File: src/rtl/core/bpw_pkg.sv
package bpw_pkg;

	localparam int SAMPLE_W   = 16;
	localparam int MA_W       = 32;
	localparam int MB_W       = 24;
	localparam int PROD_W     = MA_W + MB_W;
	localparam int DVD_W      = 61;
	localparam int DVS_W      = 46;
	localparam int QUO_W      = 16;
	localparam int SIN_IDX_W  = 10;
	localparam int TANH_IDX_W = 10;

	localparam logic [15:0] INTENSITY_RST = 16'd32768;

	// 135135 << 24, shared leading term of the Pade numerator and denominator
	localparam logic [DVS_W-1:0] TANH_K = 46'd2267189084160;

	typedef enum logic [4:0] {
		S_IDLE,
		S_INC,
		S_SPE,
		S_SPO,
		S_AE,
		S_AO,
		S_XE,
		S_XO,
		S_SIN0,
		S_SIN1,
		S_SIN2,
		S_SIN3,
		S_SIN4,
		S_SIN5,
		S_SUM,
		S_PRE,
		S_T0,
		S_T1,
		S_T2,
		S_T3,
		S_T4,
		S_T5,
		S_T6,
		S_T7,
		S_T8,
		S_T9,
		S_DIV,
		S_DONE
	} bpw_state_t;

	typedef struct packed {
		logic             done;
		logic [QUO_W-1:0] quo;
	} bpw_div_st_t;

	// angle quantised to the sine grid, folded to a quarter wave
	function automatic logic [14:0] fold_mag(input logic [15:0] ang);
		logic [16:0] t;
		logic [16:0] m;
		t = {1'b0, ang[15:16-SIN_IDX_W], {(16-SIN_IDX_W){1'b0}}};
		if (t <= 17'd16384) begin
			m = t;
		end else if (t <= 17'd32768) begin
			m = 17'd32768 - t;
		end else if (t < 17'd49152) begin
			m = t - 17'd32768;
		end else begin
			m = 17'd65536 - t;
		end
		return m[14:0];
	endfunction

	function automatic logic fold_neg(input logic [15:0] ang);
		logic [16:0] t;
		t = {1'b0, ang[15:16-SIN_IDX_W], {(16-SIN_IDX_W){1'b0}}};
		return (t > 17'd32768);
	endfunction

	// floor(x*spread / 2^15) mod one turn, from the magnitude product
	function automatic logic [15:0] ang_of(input logic [PROD_W-1:0] p, input logic neg);
		logic [PROD_W-1:0] s;
		s = neg ? (~p + {{(PROD_W-1){1'b0}}, 1'b1}) : p;
		return s[30:15];
	endfunction

endpackage

File: src/rtl/core/bpw_in_if.sv
interface bpw_in_if;
	logic                                valid;
	logic                                ready;
	logic signed [bpw_pkg::SAMPLE_W-1:0] sample_in;
	logic                                restart;

	modport source (output valid, output sample_in, output restart, input ready);
	modport sink (input valid, input sample_in, input restart, output ready);
endinterface

File: src/rtl/core/bpw_out_if.sv
interface bpw_out_if;
	logic                                valid;
	logic                                ready;
	logic signed [bpw_pkg::SAMPLE_W-1:0] sample_out;

	modport source (output valid, output sample_out, input ready);
	modport sink (input valid, input sample_out, output ready);
endinterface

File: src/rtl/core/bell_phase_waveshaper.sv
// Bell phase waveshaper.
// din carries one signed Q1.15 sample and a restart flag per beat; dout carries
// the shaped Q1.15 sample. Both are valid/ready channels, a beat moving on a
// rising edge with valid and ready high. cfg_we/cfg_wdata write the Q0.16
// intensity; write it only while no sample is in flight.
// Each sample is worked through one shared 32x24 multiplier under a step
// sequencer, followed by a 16-step restoring divider for the tanh Pade ratio.
// din.ready is high only while the sequencer is idle. The result reaches the
// output register as the sequencer leaves S_DONE and the next beat can be
// taken at the edge after that, so no new sample is taken before the last one
// is finished; the multiplier steps and the divider make up its work.
// The output register holds its beat until dout.ready; meanwhile the block
// takes and works the next sample, then waits with it finished until the
// register frees.
// Reset clears the phase, sets intensity to one half and empties the output.
module bell_phase_waveshaper (
	input  logic              clk,
	input  logic              arst_n,
	bpw_in_if.sink            din,
	bpw_out_if.source         dout,
	input  logic              cfg_we,
	input  logic [15:0]       cfg_wdata
);

	bpw_pkg::bpw_state_t state_q, state_n;

	logic [15:0]                 iv_q;
	logic [15:0]                 x_q;
	logic                        rst_q;
	logic [15:0]                 phase_q;
	logic [17:0]                 sp_e_q;
	logic [16:0]                 sp_o_q;
	logic [14:0]                 amp_e_q;
	logic [13:0]                 k_q;
	logic [15:0]                 ang_q;
	logic [15:0]                 ang_o_q;
	logic                        sel_q;
	logic [14:0]                 m_q;
	logic [14:0]                 m2_q;
	logic                        sneg_q;
	logic [15:0]                 even_q;
	logic [15:0]                 odd_q;
	logic                        pneg_q;
	logic                        tneg_q;
	logic [bpw_pkg::TANH_IDX_W-1:0] idx_q;
	logic [15:0]                 u_q;
	logic [31:0]                 u2_q;
	logic [43:0]                 num_q;
	logic [bpw_pkg::DVS_W-1:0]   den_q;
	logic [38:0]                 lo_q;
	logic                        ov_q;
	logic [15:0]                 od_q;

	logic [bpw_pkg::MA_W-1:0]    mul_a;
	logic [bpw_pkg::MB_W-1:0]    mul_b;
	logic [bpw_pkg::PROD_W-1:0]  p;
	logic                        div_start;
	bpw_pkg::bpw_div_st_t        div_st;

	logic [36:0]                 rnd;
	logic [15:0]                 xm;
	logic [15:0]                 ang_x;
	logic [15:0]                 cur_ang;
	logic [14:0]                 fm;
	logic                        fn;
	logic [14:0]                 amp;
	logic [14:0]                 drive;
	logic [14:0]                 ysat;
	logic [15:0]                 term;
	logic [16:0]                 ssum;
	logic [16:0]                 smag;
	logic [bpw_pkg::TANH_IDX_W-1:0] idx_n;
	logic [36:0]                 u3;
	logic [16:0]                 xk;
	logic [bpw_pkg::DVD_W-1:0]   dvd;
	logic [14:0]                 yq;
	logic [15:0]                 yout;
	logic                        out_free;

	bpw_mul u_mul (
		.clk (clk),
		.a   (mul_a),
		.b   (mul_b),
		.p_q (p)
	);

	bpw_div u_div (
		.clk    (clk),
		.arst_n (arst_n),
		.start  (div_start),
		.dvd    (dvd),
		.dvs    (den_q),
		.st     (div_st)
	);

	assign rnd     = p[36:0] + 37'd32768;
	assign xm      = x_q[15] ? (~x_q + 16'd1) : x_q;
	assign ang_x   = bpw_pkg::ang_of(p, x_q[15]);
	assign cur_ang = sel_q ? ang_o_q : ang_q;
	assign fm      = bpw_pkg::fold_mag(cur_ang);
	assign fn      = bpw_pkg::fold_neg(cur_ang);
	assign amp     = sel_q ? (15'd6554 + {1'b0, k_q}) : amp_e_q;
	assign drive   = 15'd18022 + {1'b0, k_q};
	assign ysat    = p[28] ? 15'h7FFF : {p[27:14], 1'b0};
	assign term    = sneg_q ? (16'd0 - {1'b0, p[29:15]}) : {1'b0, p[29:15]};
	assign ssum    = {even_q[15], even_q} + {odd_q[15], odd_q};
	assign smag    = ssum[16] ? (17'd0 - ssum) : ssum;
	assign idx_n   = (|p[bpw_pkg::PROD_W-1:31]) ? '1 : p[30:21];
	assign u3      = p[48:12];
	assign xk      = {idx_q, 7'b0};
	assign dvd     = {22'd0, lo_q} + {p[38:0], 22'd0};
	assign yq      = div_st.quo[bpw_pkg::QUO_W-1] ? 15'h7FFF : div_st.quo[14:0];
	assign yout    = tneg_q ? (16'd0 - {1'b0, yq}) : {1'b0, yq};
	assign out_free = !ov_q || dout.ready;

	always_comb begin
		state_n = state_q;
		case (state_q)
			bpw_pkg::S_IDLE: if (din.valid) state_n = bpw_pkg::S_INC;
			bpw_pkg::S_INC:  state_n = bpw_pkg::S_SPE;
			bpw_pkg::S_SPE:  state_n = bpw_pkg::S_SPO;
			bpw_pkg::S_SPO:  state_n = bpw_pkg::S_AE;
			bpw_pkg::S_AE:   state_n = bpw_pkg::S_AO;
			bpw_pkg::S_AO:   state_n = bpw_pkg::S_XE;
			bpw_pkg::S_XE:   state_n = bpw_pkg::S_XO;
			bpw_pkg::S_XO:   state_n = bpw_pkg::S_SIN0;
			bpw_pkg::S_SIN0: state_n = bpw_pkg::S_SIN1;
			bpw_pkg::S_SIN1: state_n = bpw_pkg::S_SIN2;
			bpw_pkg::S_SIN2: state_n = bpw_pkg::S_SIN3;
			bpw_pkg::S_SIN3: state_n = bpw_pkg::S_SIN4;
			bpw_pkg::S_SIN4: state_n = bpw_pkg::S_SIN5;
			bpw_pkg::S_SIN5: state_n = sel_q ? bpw_pkg::S_SUM : bpw_pkg::S_SIN0;
			bpw_pkg::S_SUM:  state_n = bpw_pkg::S_PRE;
			bpw_pkg::S_PRE:  state_n = bpw_pkg::S_T0;
			bpw_pkg::S_T0:   state_n = bpw_pkg::S_T1;
			bpw_pkg::S_T1:   state_n = bpw_pkg::S_T2;
			bpw_pkg::S_T2:   state_n = bpw_pkg::S_T3;
			bpw_pkg::S_T3:   state_n = bpw_pkg::S_T4;
			bpw_pkg::S_T4:   state_n = bpw_pkg::S_T5;
			bpw_pkg::S_T5:   state_n = bpw_pkg::S_T6;
			bpw_pkg::S_T6:   state_n = bpw_pkg::S_T7;
			bpw_pkg::S_T7:   state_n = bpw_pkg::S_T8;
			bpw_pkg::S_T8:   state_n = bpw_pkg::S_T9;
			bpw_pkg::S_T9:   state_n = bpw_pkg::S_DIV;
			bpw_pkg::S_DIV:  if (div_st.done) state_n = bpw_pkg::S_DONE;
			bpw_pkg::S_DONE: if (out_free) state_n = bpw_pkg::S_IDLE;
			default:         state_n = bpw_pkg::S_IDLE;
		endcase
	end

	// multiplier operands per step; the product is taken one step later
	always_comb begin
		mul_a     = '0;
		mul_b     = '0;
		div_start = 1'b0;
		din.ready = 1'b0;
		case (state_q)
			bpw_pkg::S_IDLE: din.ready = 1'b1;
			bpw_pkg::S_INC: begin
				mul_a = {16'd0, iv_q};
				mul_b = 24'd2608;
			end
			bpw_pkg::S_SPE: begin
				mul_a = {16'd0, iv_q};
				mul_b = 24'd146025;
			end
			bpw_pkg::S_SPO: begin
				mul_a = {16'd0, iv_q};
				mul_b = 24'd73013;
			end
			bpw_pkg::S_AE: begin
				mul_a = {16'd0, iv_q};
				mul_b = 24'd13107;
			end
			bpw_pkg::S_AO: begin
				mul_a = {16'd0, iv_q};
				mul_b = 24'd9830;
			end
			bpw_pkg::S_XE: begin
				mul_a = {16'd0, xm};
				mul_b = {6'd0, sp_e_q};
			end
			bpw_pkg::S_XO: begin
				mul_a = {16'd0, xm};
				mul_b = {7'd0, sp_o_q};
			end
			bpw_pkg::S_SIN0: begin
				mul_a = {17'd0, fm};
				mul_b = {9'd0, fm};
			end
			bpw_pkg::S_SIN1: begin
				mul_a = {17'd0, p[28:14]};
				mul_b = 24'd1231;
			end
			bpw_pkg::S_SIN2: begin
				mul_a = {17'd0, m2_q};
				mul_b = {10'd0, 14'd10583 - p[27:14]};
			end
			bpw_pkg::S_SIN3: begin
				mul_a = {17'd0, m_q};
				mul_b = {9'd0, 15'd25736 - p[28:14]};
			end
			bpw_pkg::S_SIN4: begin
				mul_a = {17'd0, ysat};
				mul_b = {9'd0, amp};
			end
			bpw_pkg::S_SUM: begin
				mul_a = {15'd0, smag};
				mul_b = {9'd0, drive};
			end
			bpw_pkg::S_T0: begin
				mul_a = {22'd0, idx_q};
				mul_b = {14'd0, idx_q};
			end
			bpw_pkg::S_T1: begin
				mul_a = {16'd0, p[19:4]};
				mul_b = {8'd0, p[19:4]};
			end
			bpw_pkg::S_T2: begin
				mul_a = p[31:0];
				mul_b = {8'd0, u_q};
			end
			bpw_pkg::S_T3: begin
				mul_a = {16'd0, u_q};
				mul_b = 24'd17325;
			end
			bpw_pkg::S_T4: begin
				mul_a = {16'd0, u_q};
				mul_b = 24'd62370;
			end
			bpw_pkg::S_T5: begin
				mul_a = u2_q;
				mul_b = 24'd378;
			end
			bpw_pkg::S_T6: begin
				mul_a = u2_q;
				mul_b = 24'd3150;
			end
			bpw_pkg::S_T7: begin
				mul_a = {10'd0, num_q[21:0]};
				mul_b = {7'd0, xk};
			end
			bpw_pkg::S_T8: begin
				mul_a = {10'd0, num_q[43:22]};
				mul_b = {7'd0, xk};
			end
			bpw_pkg::S_T9: div_start = 1'b1;
			default: begin
			end
		endcase
	end

	always_ff @(posedge clk or negedge arst_n) begin
		if (!arst_n) begin
			state_q <= bpw_pkg::S_IDLE;
			iv_q    <= bpw_pkg::INTENSITY_RST;
			phase_q <= '0;
			sel_q   <= 1'b0;
			ov_q    <= 1'b0;
		end else begin
			state_q <= state_n;
			if (cfg_we) begin
				iv_q <= cfg_wdata;
			end
			if (state_q == bpw_pkg::S_SPE) begin
				phase_q <= (rst_q ? 16'd0 : phase_q) + 16'd1043 + rnd[31:16];
			end
			if (state_q == bpw_pkg::S_XO) begin
				sel_q <= 1'b0;
			end else if (state_q == bpw_pkg::S_SIN5) begin
				sel_q <= 1'b1;
			end
			if (state_q == bpw_pkg::S_DONE && out_free) begin
				ov_q <= 1'b1;
			end else if (dout.ready) begin
				ov_q <= 1'b0;
			end
		end
	end

	always_ff @(posedge clk) begin
		case (state_q)
			bpw_pkg::S_IDLE: begin
				x_q   <= din.sample_in;
				rst_q <= din.restart;
			end
			bpw_pkg::S_SPO:  sp_e_q  <= 18'd62582 + rnd[33:16];
			bpw_pkg::S_AE:   sp_o_q  <= 17'd52152 + rnd[32:16];
			bpw_pkg::S_AO:   amp_e_q <= 15'd13107 + p[30:16];
			bpw_pkg::S_XE:   k_q     <= p[29:16];
			bpw_pkg::S_XO:   ang_q   <= ang_x + phase_q;
			bpw_pkg::S_SIN0: begin
				if (!sel_q) begin
					ang_o_q <= ang_x;
				end
				m_q    <= fm;
				sneg_q <= fn;
			end
			bpw_pkg::S_SIN1: m2_q <= p[28:14];
			bpw_pkg::S_SIN5: begin
				if (sel_q) begin
					odd_q <= term;
				end else begin
					even_q <= term;
				end
			end
			bpw_pkg::S_SUM:  pneg_q <= ssum[16];
			bpw_pkg::S_PRE: begin
				idx_q  <= idx_n;
				tneg_q <= pneg_q;
			end
			bpw_pkg::S_T1:   u_q  <= p[19:4];
			bpw_pkg::S_T2:   u2_q <= p[31:0];
			bpw_pkg::S_T3: begin
				num_q <= bpw_pkg::TANH_K[43:0] + {7'd0, u3};
				den_q <= bpw_pkg::TANH_K + ({4'd0, u3, 5'd0} - {7'd0, u3, 2'd0});
			end
			bpw_pkg::S_T4:   num_q <= num_q + {p[31:0], 12'd0};
			bpw_pkg::S_T5:   den_q <= den_q + {2'd0, p[31:0], 12'd0};
			bpw_pkg::S_T6:   num_q <= num_q + p[43:0];
			bpw_pkg::S_T7:   den_q <= den_q + p[45:0];
			bpw_pkg::S_T8:   lo_q  <= p[38:0];
			bpw_pkg::S_DONE: begin
				if (out_free) begin
					od_q <= yout;
				end
			end
			default: begin
			end
		endcase
	end

	assign dout.valid      = ov_q;
	assign dout.sample_out = od_q;

	ap_phase_hold: assert property (@(posedge clk) disable iff (!arst_n)
		(state_q != bpw_pkg::S_SPE) |=> $stable(phase_q))
		else $error("phase moved outside its update step");

	ap_div_done: assert property (@(posedge clk) disable iff (!arst_n)
		div_st.done |-> (state_q == bpw_pkg::S_DIV))
		else $error("divider finished while sequencer not waiting");

	ap_accept: assert property (@(posedge clk) disable iff (!arst_n)
		(din.valid && din.ready) |=> (state_q == bpw_pkg::S_INC))
		else $error("accepted beat did not start the sequence");

	ap_load: assert property (@(posedge clk) disable iff (!arst_n)
		(state_q == bpw_pkg::S_DONE && out_free) |=>
		(dout.valid && state_q == bpw_pkg::S_IDLE))
		else $error("finished result not loaded to output");

endmodule

File: src/rtl/core/bpw_mul.sv
module bpw_mul (
	input  logic                        clk,
	input  logic [bpw_pkg::MA_W-1:0]    a,
	input  logic [bpw_pkg::MB_W-1:0]    b,
	output logic [bpw_pkg::PROD_W-1:0]  p_q
);

	always_ff @(posedge clk) begin
		p_q <= {{bpw_pkg::MB_W{1'b0}}, a} * {{bpw_pkg::MA_W{1'b0}}, b};
	end

endmodule

File: src/rtl/core/bpw_div.sv
module bpw_div (
	input  logic                       clk,
	input  logic                       arst_n,
	input  logic                       start,
	input  logic [bpw_pkg::DVD_W-1:0]  dvd,
	input  logic [bpw_pkg::DVS_W-1:0]  dvs,
	output bpw_pkg::bpw_div_st_t       st
);

	localparam int SH = bpw_pkg::DVD_W - bpw_pkg::DVS_W;

	logic                       busy_q;
	logic                       done_q;
	logic [3:0]                 cnt_q;
	logic [bpw_pkg::DVD_W-1:0]  rem_q;
	logic [bpw_pkg::DVD_W-1:0]  d_q;
	logic [bpw_pkg::QUO_W-1:0]  q_q;
	logic                       ge;

	assign ge = (rem_q >= d_q);

	always_ff @(posedge clk or negedge arst_n) begin
		if (!arst_n) begin
			busy_q <= 1'b0;
			done_q <= 1'b0;
			cnt_q  <= '0;
		end else begin
			done_q <= 1'b0;
			if (start) begin
				busy_q <= 1'b1;
				cnt_q  <= 4'(bpw_pkg::QUO_W - 1);
			end else if (busy_q) begin
				if (cnt_q == 4'd0) begin
					busy_q <= 1'b0;
					done_q <= 1'b1;
				end else begin
					cnt_q <= cnt_q - 4'd1;
				end
			end
		end
	end

	// restoring, one quotient bit a cycle; top bit set means saturate
	always_ff @(posedge clk) begin
		if (start) begin
			rem_q <= dvd;
			d_q   <= {dvs, {SH{1'b0}}};
		end else if (busy_q) begin
			if (ge) begin
				rem_q <= rem_q - d_q;
			end
			d_q <= d_q >> 1;
			q_q <= {q_q[bpw_pkg::QUO_W-2:0], ge};
		end
	end

	assign st.done = done_q;
	assign st.quo  = q_q;

endmodule

File: src/flat_wrapper.sv
// flat-port wrapper written by rule: the top's interface ports become plain ports
module bell_phase_waveshaper_flat 
  (clk, arst_n, cfg_we, cfg_wdata, din_valid, din_sample_in, din_restart, din_ready, dout_valid, dout_sample_out, dout_ready);
  bpw_in_if din_i ();
  bpw_out_if dout_i ();
  input  logic clk;
  input  logic arst_n;
  input  logic cfg_we;
  input  logic [15:0] cfg_wdata;
  input wire logic [$bits(din_i.valid)-1:0] din_valid;
  input wire logic [$bits(din_i.sample_in)-1:0] din_sample_in;
  input wire logic [$bits(din_i.restart)-1:0] din_restart;
  output wire logic [$bits(din_i.ready)-1:0] din_ready;
  output wire logic [$bits(dout_i.valid)-1:0] dout_valid;
  output wire logic [$bits(dout_i.sample_out)-1:0] dout_sample_out;
  input wire logic [$bits(dout_i.ready)-1:0] dout_ready;
  assign din_i.valid = din_valid;
  assign din_i.sample_in = din_sample_in;
  assign din_i.restart = din_restart;
  assign din_ready = din_i.ready;
  assign dout_valid = dout_i.valid;
  assign dout_sample_out = dout_i.sample_out;
  assign dout_i.ready = dout_ready;
  bell_phase_waveshaper u_core (.clk(clk), .arst_n(arst_n), .din(din_i), .dout(dout_i), .cfg_we(cfg_we), .cfg_wdata(cfg_wdata));
endmodule
File: config.mk
export PLATFORM = sky130hd
export DESIGN_NAME = bell_phase_waveshaper_flat
export DESIGN_NICKNAME = d
export VERILOG_FILES = /design/src/rtl/core/bpw_pkg.sv /design/src/rtl/core/bpw_in_if.sv /design/src/rtl/core/bpw_out_if.sv /design/src/rtl/core/bell_phase_waveshaper.sv /design/src/rtl/core/bpw_mul.sv /design/src/rtl/core/bpw_div.sv /design/src/flat_wrapper.sv
export SDC_FILE = /design/constraint.sdc
export NUM_CORES = 2
export LEC_CHECK = 0
export CAP_MARGIN = 20
export CORE_ASPECT_RATIO = 0.6
export CORE_MARGIN = 1.5
export CORE_UTILIZATION = 35
export CTS_CLUSTER_SIZE = 25
export DETAILED_ROUTE_END_ITERATION = 8
export DONT_BUFFER_PORTS = 1
export GPL_TIMING_DRIVEN = 0
export PLACE_DENSITY = 0.59
export SYNTH_ARGS = -nofsm -noshare
export SYNTH_HDL_FRONTEND = slang
export SYNTH_SLANG_ARGS = --single-unit
export TNS_END_PERCENT = 5
File: constraint.sdc
create_clock -name clk -period 9.45 [get_ports clk]
set_input_delay 1.4175 -clock clk [delete_from_list [all_inputs] [get_ports clk]]
set_output_delay 1.4175 -clock clk [all_outputs]
set_load 0.005 [all_outputs]
==> results_dict.tcl <==
set metrics [dict create \
    worstSkewPairLatency_ps 710 \
    maxCapViolCount 0 \
    die_area_um2 180000 \
    clockRootBuffer "clkbuf_16" \
    relSlewSlack_pct -12.5 \
    dpl.hpwl_um 236000 \
    ys_seq_area_share_pct 27.4 \
    drt_iter0_markers 8469 \
    gp_congestion 1.05 \
    drc 0 \
    reg2reg_depth 36 \
    clkTransAtPathRegs_ps 80 \
    antenna_found_initial 21 \
    wirelength_um 293000 \
    r2r_end "u_core.u_mul.p_q[48]$_DFF_P_" \
    fin_skew_ps 44.8 \
    gr-total-overflow 0 \
    synth_warnings 0 \
    core_region_area_um2 176000 \
    cp-end-kind "flop" \
    grt_first_pass_wirelength_um 403000 \
    worstMarginPinSlew_ps 1690 \
    grt_pass1_vias 52589 \
    hold_violations 0 \
    synth_cells 6915 \
    grt_usage_pct 31.8 \
    synthesis.area_um2 62100 \
    layout_setup_ws_ps -814 \
    layout_min_cycle_time_ps 10260 \
    arrival_ps 10830 \
    wl_per_cell_um 30.6 \
    grt_max_degree 48 \
    outcome "finished with violations" \
    numClockSinks 596 \
    yosysUniqueCellTypes 106 \
    num_vias 57665 \
    ys_dominant_reg_cell "edfxtp_1" \
    slowest_delay_ps 530 \
    die_x_um 547 \
    critPathKind "reg2reg" \
    reg2reg_slack_ps -810 \
    numPortBuffers 0 \
    max_freq_mhz 97.4 \
    worst_hold_slack_ps 419 \
    synth_common_cells "776 x nand2_1, 746 x inv_1, 570 x nor2_1, 488 x fa_1, 486 x edfxtp_1" \
    cts_hold_buf 0 \
    ys_ff_latch 596 \
    syn_area_per_cell_um2 8.98 \
    slew_viol_final 6 \
    pre_cts_ws_ps -4220 \
    cts_max_path_buffers 3 \
    yosysTopAreaCell "edfxtp_1" \
    setup_viol 21 \
    ys_top_cells_by_area "edfxtp_1 23%, fa_1 16%, ha_1 9.5%" \
    ios 56 \
    async_flop_share_pct 7.55 \
    yosysMostFrequentCell "nand2_1" \
    reg2reg_from "u_core.state_q[0]$_DFFE_PN0P_" \
    firstDrtPassIters 7 \
    start_kind "flop" \
    crit_fanout 10 \
    cts_tree "yes" \
    postRouteAntennaNets 0 \
    vias_per_cell 6.01 \
    finalCritPeriodShare_pct 109 \
    hold_path_class "in2async" \
    grt_setup_unrepaired "yes" \
    die_h_um 329 \
    cp_common_cell "fa_1" \
    slowest_stage "a2111oi_0" \
    fin_nets 8141 \
    cts_htree_levels 3 \
    rows 119 \
    synth_top_area_share_pct 23.5 \
    synth_edf_count 486 \
    violations "max-slew violations, negative setup slack" \
    numCtsBuffers 67 \
    initial_core_util_pct 35.3 \
    required_ps 10020 \
    layout-drive-gt1-share_pct 8.66 \
    syn_to_final_growth_pct 14.0 \
]
[layout by cell type (no fill, tap or decap), types with 93 or more instances in the layout]
cell / netlist / final
fa_1: 488 / 487
edfxtp_1: 486 / 486
nor3_1: 101 / 95
nand3_1: 172 / 167
o21ai_0: 327 / 313
xor2_1: 183 / 172
clkbuf_1: 250 / 185
inv_1: 746 / 740
a21o_1: 188 / 187
nand2b_1: 99 / 93
a21oi_1: 420 / 407
ha_1: 472 / 464
xnor2_1: 312 / 299
buf_4: 1 / 98
nand2_1: 776 / 772
nor2_1: 570 / 547
[stage by stage]
| step | setup TNS [ps] | utilization [%] | instance area, um2 | instances |
|---|---|---|---|---|
| 2_1_floorplan | 0 | - | 62200 | 6939 |
| 3_3_place_gp | -136270 | 37.1 | 65200 | 9298 |
| 3_5_place_dp | -103520 | 37.7 | 66200 | 9359 |
| 4_1_cts | -2850 | 40.0 | 70300 | 9528 |
| 5_1_grt | -10170 | 40.2 | 70700 | 9558 |
| 6_report | -8490 | 40.3 | 70800 | 9588 |
[layout make-up]
type	instances	area [um2]
Antenna cell	32	80.1
Buffer	286	1520
Clock inverter	29	367
Fill cell	17445	105000
Sequential cell	596	17100
Clock buffer	94	1940
Tap cell	2359	2950
Inverter	758	2880
Multi-Input combinational cell	5286	42300
Timing Repair Buffer	148	1730
[worst max-delay path, delay by kind of cell (launching register included)]
family | cells | cell delay, ps
fa+ha+maj | 7 | 3260
compound gates | 10 | 2890
buf+inv | 10 | 1720
simple gates | 8 | 1680
flops | 1 | 420
xor+xnor | 1 | 140
[logic make-up after synthesis]
group	share of synthesized area (%)
compound gates	17.3
xor+xnor	6.98
fa+ha+maj	25.2
buf+inv	6.44
flops	27.4
mux	1.06
other cells	0.0121
simple gates	15.6
[state kept, by name (all words and copies together), names as in the netlist, 9 cells and up]
signal / flops
u_core.amp_e_q: 15
u_core.ang_o_q: 10
u_core.ang_q: 10
u_core.den_q: 46
u_core.dout.sample_out: 16
u_core.even_q: 16
u_core.idx_q: 10
u_core.iv_q: 16
u_core.k_q: 14
u_core.lo_q: 39
u_core.m2_q: 15
u_core.m_q: 9
u_core.num_q: 44
u_core.odd_q: 16
u_core.phase_q: 16
u_core.sp_e_q: 18
u_core.sp_o_q: 17
u_core.u2_q: 32
u_core.u_div.d_q: 61
u_core.u_div.q_q: 16
u_core.u_div.rem_q: 61
u_core.u_mul.p_q: 50
u_core.u_q: 16
u_core.x_q: 16
[what timing repair did]
action	CTS	global route
pin swaps	47	27
buffers inserted	58	21
gates resized for setup	357	54
cloned	1	0
endpoints found under the setup margin	38	26
[worst max path at each step]
stage | startpoint | to | slack (ps) | cells past startpoint
after floorplan | u_core.state_q[2]$_DFFE_PN0P_ | u_core.u_mul.p_q[48]$_DFF_P_ | 40 | 34
after global placement | u_core.u_mul.p_q[16]$_DFF_P_ | u_core.u_mul.p_q[44]$_DFF_P_ | -4970 | 32
after detailed placement | u_core.u_mul.p_q[16]$_DFF_P_ | u_core.u_mul.p_q[44]$_DFF_P_ | -4220 | 37
after CTS | u_core.even_q[0]$_DFFE_PP_ | u_core.u_mul.p_q[44]$_DFF_P_ | -490 | 37
after global routing | u_core.even_q[0]$_DFFE_PP_ | u_core.u_mul.p_q[48]$_DFF_P_ | -860 | 41
final | u_core.state_q[0]$_DFFE_PN0P_ | u_core.u_mul.p_q[48]$_DFF_P_ | -810 | 36
[routing by layer]
metal	track usage, %	up-vias	wire length (um)
met3	18.9	406	53300
li1	-	24486	-
met5	0.872	-	910
met2	36.9	4008	98300
met4	5.95	18	6200
met1	48.1	28747	135000
Power is not shown: default switching activity piles up to over one toggle a cycle in this logic, so the estimate is an artifact.
